[src/sv/vrp_pkg.sv]
package vrp_pkg;

  localparam logic [1:0] REG_ANGLE_X = 2'd0;
  localparam logic [1:0] REG_ANGLE_Y = 2'd1;
  localparam logic [1:0] REG_ANGLE_Z = 2'd2;
  localparam logic [1:0] REG_FOCAL   = 2'd3;

  localparam int COEF_W = 18;
  typedef logic signed [COEF_W-1:0] coef_t;
  typedef coef_t [2:0][2:0] mat_t;

  typedef struct packed {
    logic signed [31:0] x;
    logic signed [31:0] y;
    logic signed [31:0] z;
  } vec_t;

  localparam int QUEUE_DEPTH = 4;
  localparam int QUEUE_CW    = $clog2(QUEUE_DEPTH + 1);

endpackage

[src/sv/vrp_queue.sv]
module vrp_queue (
  input  logic                          clk,
  input  logic                          rst,
  input  logic                          wr,
  input  vrp_pkg::vec_t                 wdata,
  input  logic                          rd,
  output vrp_pkg::vec_t                 rdata,
  output logic                          empty,
  output logic [vrp_pkg::QUEUE_CW-1:0]  count
);
  import vrp_pkg::*;

  localparam int PW = $clog2(QUEUE_DEPTH);

  vec_t          mem [QUEUE_DEPTH];
  logic [PW-1:0] wp;
  logic [PW-1:0] rp;

  assign empty = (count == '0);
  assign rdata = mem[rp];

  always_ff @(posedge clk) begin
    if (rst) begin
      wp    <= '0;
      rp    <= '0;
      count <= '0;
    end else begin
      if (wr) wp <= PW'(wp + PW'(1));
      if (rd) rp <= PW'(rp + PW'(1));
      if (wr && !rd) count <= count + QUEUE_CW'(1);
      else if (rd && !wr) count <= count - QUEUE_CW'(1);
    end
  end

  always_ff @(posedge clk) begin
    if (wr) mem[wp] <= wdata;
  end

endmodule

[config.mk]
export PLATFORM = sky130hd
export DESIGN_NAME = vrp_queue
export DESIGN_NICKNAME = d
export VERILOG_FILES = /design/src/sv/vrp_pkg.sv /design/src/sv/vrp_queue.sv
export SDC_FILE = /design/constraint.sdc
export NUM_CORES = 1
export LEC_CHECK = 0
export ABC_AREA = 1
export BUFFER_PORTS_ARGS = -buffer_cell sky130_fd_sc_hd__buf_2
export CORE_MARGIN = 8
export CORE_UTILIZATION = 50
export DETAILED_ROUTE_END_ITERATION = 12
export GPL_ROUTABILITY_DRIVEN = 0
export PLACE_DENSITY = 0.8
export SYNTH_ARGS = -nofsm -noshare
export SYNTH_HDL_FRONTEND = slang
export SYNTH_SLANG_ARGS = --single-unit
[constraint.sdc]
create_clock -name clk -period 3.4 [get_ports clk]
set_clock_uncertainty 0.05 [all_clocks]
set_input_delay 0.34 -clock clk [delete_from_list [all_inputs] [get_ports clk]]
set_output_delay 0.34 -clock clk [all_outputs]
set_load 0.01 [all_outputs]
==> reports/results.ini, run 1 <==
[power]
power_frac_clock=0.375
p_leak_nw=6.38
internal_power_mw=8.28
p_comb_frac=0.099
p_sw_frac=0.223
p_per_area_nw_per_um2=589
total_power_mw=10.7
p_seq_frac=0.526
p_switching_mw=2.38
vdd_drop_max_mv=0.409

[die]
coreArea_um2=29300
die_w_um=188
die_area_um2=35200
start_util=0.502
rows=63
ios=200
die_y_um=188

[clocking]
path_clk_slew_ns=0.06
cts_tree=built
cts_resized=0
root_buffer=clkbuf_16
cts_sinks=393
clockBufferDepth=3
cts_buffers=38
post-cts-setup-buffers=0
htreeDepth=2
clock_latency_ns=0.51

[logic_synthesis]
ys_warn_count=0
avgSynthCellArea_um2=14.9
syn_nets=1091
syn-cell-area_um2=14700
synth.top_cell.area_share=0.784
yosys.area.top_type=edfxtp_1
synth.top_cells.by_area=edfxtp_1 (78%), nor2_1 (5.1%), o22ai_1 (4.1%)
synth-seq-area-share=0.796
yosysUniqueCellTypes=22
netlist_instances=985
ys_ff_latch=393

[cells_and_area]
fill_cells=2076
finish.utilization=0.617
layout_common_cells=edfxtp_1 (384), buf_2 (199), nor2_1 (198)
final_common_cell=edfxtp_1
drive_above_1_share=0.209
fin_nets=1377
syn2layout_area_growth_pct=23.0
finish.instance_area_um2=18100
final-instance-count-excl-fill=1689

[detailed_routing]
drt_wl_total_um=32700
drt_iter0_drc=684
routedWlPerCell_um=19.3
post-route-drc-count=0
ant_nets=0
vias=9283
vias_per_cell=5.50
dr.pass1.iters=5

[critical_path]
crit_required_ns=3.01
crit_path_max_fanout=65
cp-start-kind=flop
critPathKind=flop to output pin
endpoint_kind=output pin
worstPathArrival_ns=2.48

[sta]
tns_ns=0
rsz0062_at_grt=no
slew_headroom=0.435
timing.fmax_mhz=349
slew_violations=0
setup_violations=0
finalHoldViolCount=0
worst_pin_slew_ns=0.847
period_needed_ns=2.87
period_share=0.844

[min_path]
hp-class=input pin to flop

[global_routing]
gr-total-overflow=0
grt_max_degree=107
grt_antenna_before_repair=1
grt_util_all_layers=0.176
grt_pass1_wl_um=49800
grt_pass1_vias=9291

[outcome]
outcome=finished clean

[placement]
io_buffer_count=199
dp_hpwl_um=17800
dpl_cell_area_um2=16000
dp.cells=1528

[run]
maxCapViolations=0

## final timing paths
check             cells after the start                    to  slack (ns)                from
setup reg to reg                      4  mem[3][79]$_DFFE_PP_        1.47  wp[0]$_SDFFE_PP0P_
hold / removal                        1  mem[0][25]$_DFFE_PP_        0.02           wdata[25]
hold reg to reg                       1                  flop        0.40  rp[1]$_SDFFE_PP0P_
setup / recovery                      4             rdata[60]        0.53                flop
## cell type report
class | instances | area (um^2) | area share
Antenna cell | 1 | 2.50 | 0.000138
Clock buffer | 54 | 1070 | 0.0594
Clock inverter | 13 | 113 | 0.00622
Inverter | 17 | 80.1 | 0.00442
Multi-Input combinational cell | 513 | 2490 | 0.137
Sequential cell | 393 | 11700 | 0.648
Tap cell | 390 | 488 | 0.0270
Timing Repair Buffer | 308 | 2130 | 0.118
## worst max-delay path: stages (launching register included)
cell     delay, ns
dfxtp_4       0.82
buf_4         0.45
o21ai_0       0.19
o22ai_1       0.28
buf_2         0.18
## Yosys cell counts, drive strengths merged
library cell	count
o21ai	197
ha	5
nand4	1
o22ai	96
dfxtp	9
buf	42
nand2	9
fa	1
inv	17
nor2	198
a21oi	3
nand3	1
xor2	1
nor3	1
edfxtp	384
clkbuf	20
## registers in the layout (all words and copies together) (netlist names), named ones only
| register | flops |
|---|---|
| mem | 384 |
| count | 3 |
| rp | 2 |
| wp | 2 |
## power groups by stage
stage	registers [mW]	clock network, mW	logic, mW
3_5_place_dp	5.70	0	0.960
5_1_grt	5.62	4.26	1.15
6_report	5.60	4.00	1.05
3_3_place_gp	5.70	0	0.931
4_1_cts	5.60	4.06	1.05
2_1_floorplan	5.70	0	0.563
## metal layers
layer,vias to the layer above,share of wire,track usage
li1,4295,-,-
met1,4581,0.40,0.217
met2,372,0.51,0.307
met4,0,0.013,0.0415
met5,-,0,0
met3,35,0.082,0.0481
## per-stage QoR
step                setup WS, ns  hold slack, ns
detailed placement          1.10           0.384
global placement            1.14           0.367
finish                     0.531          0.0214
global route               0.352         0.00102
floorplan                  0.457           0.362
CTS                        0.555        0.000102
## logic make-up (layout without fill, tap and decap cells)
kind of cell | after synthesis | count (layout) | synth area share
fa+ha+maj | 6 | 6 | 0.00561
compound gates | 296 | 296 | 0.109
xor+xnor | 1 | 1 | 0.000595
buf+inv | 79 | 392 | 0.0353
simple gates | 210 | 210 | 0.0539
other cells | 0 | 1 | 0
flops | 393 | 393 | 0.796
## what timing repair did
action                                 4_1_cts  5_1_grt
setup endpoints to repair                    0        0
hold buffers                                89        4
endpoints found under the hold margin      347       14
No activity file was read; power rests on OpenSTA's default activity.
==> run 2, diff against run 1 <==
Clock period 3.4 ns to 2.7 ns, I/O delays scaled along.
==> reports/results.ini, run 2 (synthesis gave the netlist of run 1 again) <==
[outcome]
outcome=finished clean

[power]
p_per_area_nw_per_um2=748
vdd_drop_max_mv=0.577
p_seq_frac=0.513
p_comb_frac=0.101
p_switching_mw=3.07
p_leak_nw=6.44
p_sw_frac=0.224
total_power_mw=13.7
power_frac_clock=0.385
internal_power_mw=10.6

[detailed_routing]
vias=9356
post-route-drc-count=0
dr.pass1.iters=5
drt_wl_total_um=34000
drt_iter0_drc=662
routedWlPerCell_um=20.0
ant_nets=0
vias_per_cell=5.51

[die]
start_util=0.502
coreArea_um2=29300
die_area_um2=35200
die_w_um=188
ios=200
die_y_um=188
rows=63

[global_routing]
gr-total-overflow=0
grt_antenna_before_repair=5
grt_util_all_layers=0.188
grt_max_degree=193
grt_pass1_vias=9816
grt_pass1_wl_um=52600

[clocking]
clock_latency_ns=0.52
cts_sinks=393
root_buffer=clkbuf_16
htreeDepth=2
path_clk_slew_ns=0.06
clockBufferDepth=3
cts_tree=built
cts_buffers=39

[run]
maxCapViolations=0

[cells_and_area]
regMostFlops=mem
syn2layout_area_growth_pct=24.5
largest_register_ffs=384
fin_nets=1382
fill_cells=2075
finish.instance_area_um2=18300
layout_common_cells=edfxtp_1 (384), buf_2 (199), nor2_1 (198)
final-instance-count-excl-fill=1699
drive_above_1_share=0.213
final_common_cell=edfxtp_1
top_regs=mem (384), count (3)

[sta]
tns_ns=0
hold_ws_ns=0.0740
period_share=0.941
slew_headroom=0.497
rsz0062_at_grt=no
slew_violations=0
period_needed_ns=2.54
timing.fmax_mhz=394
finalHoldViolCount=0
setup_violations=0
worst_pin_slew_ns=0.754

[critical_path]
rr_worst_depth=5
critical-path-max-stage-delay_ns=0.55
critPathKind=flop to output pin
cp.depth=4
crit_path_max_fanout=192
worstPathArrival_ns=2.22
cp_num_buf_inv=2
critPathSlowestCell=buf_16
critical_path.top_delay_family=buffers and inverters
rr_endpoint=mem[2][29]$_DFFE_PP_
endpoint_kind=output pin
r2r_setup_slack_ns=0.74
crit_required_ns=2.38
crit_end=rdata[22]
regToRegStartpoint=wp[0]$_SDFFE_PP0P_
cp-start-kind=flop
path_cells=buf_16, o21ai_0, o22ai_1, buf_2

[placement]
dpl_cell_area_um2=16100
io_buffer_count=199
dp_hpwl_um=18000
dp.cells=1528

[min_path]
hp-class=input pin to flop

-- run 2: cell count changes in the layout (fill, tap and decap cells not counted), sizes merged --
cell         change
bufinv           +2
clkbuf           -4
clkinv           +2
clkinvlp         +4
diode            +5
dlygate4sd3      +4
inv              -3
-- run 2: worst min-delay path, cell delays in order --
cell and delay (ns):
buf_2 0.13, o21ai_0 0.11, nor2_1 0.09
-- run 2: cell type report --
cell class	instances	area, um^2	share of cell area
Tap cell	390	488	0.0266
Antenna cell	6	15.0	0.000820
Multi-Input combinational cell	513	2490	0.136
Clock inverter	18	198	0.0108
Clock buffer	50	1060	0.0578
Inverter	17	85.1	0.00464
Timing Repair Buffer	312	2270	0.124
Sequential cell	393	11700	0.640
-- run 2: worst min path at each step --
stage / from / endpoint / depth (start not counted)
finish: rd / rp[0]$_SDFFE_PP0P_ / 3
global route: wr / wp[0]$_SDFFE_PP0P_ / 3
CTS: rd / rp[0]$_SDFFE_PP0P_ / 3
detailed placement: rp[1]$_SDFFE_PP0P_ / flop / 1
global placement: rp[1]$_SDFFE_PP0P_ / flop / 1
floorplan: rst / count[0]$_SDFFE_PP0P_ / 1
-- run 2: per-stage QoR --
stage	worst slack [ns]	util
floorplan	0.161	-
global placement	0.759	0.548
detailed placement	0.713	0.548
CTS	0.136	0.624
global route	0.0265	0.625
finish	0.159	0.625
-- run 2: timing repair --
item / CTS / global route
resized for setup: 0 / 1
hold buffers: 97 / 0
setup buffers: 0 / 0
hold endpoints to repair: 385 / 0
endpoints found under the setup margin: 0 / 2
-- run 2: metal layers --
metal / track usage / part of all wire
met4: 0.0618 / 0.021
met5: 0 / 0
met3: 0.0461 / 0.075
met2: 0.322 / 0.49
met1: 0.232 / 0.41
-- run 2: power groups by stage --
stage,clock [mW],combinational [mW],sequential (mW)
finish,5.29,1.39,7.04
global placement,0,1.22,7.15
CTS,5.37,1.38,7.04
detailed placement,0,1.26,7.16
floorplan,0,0.712,7.17
global route,5.61,1.51,7.06
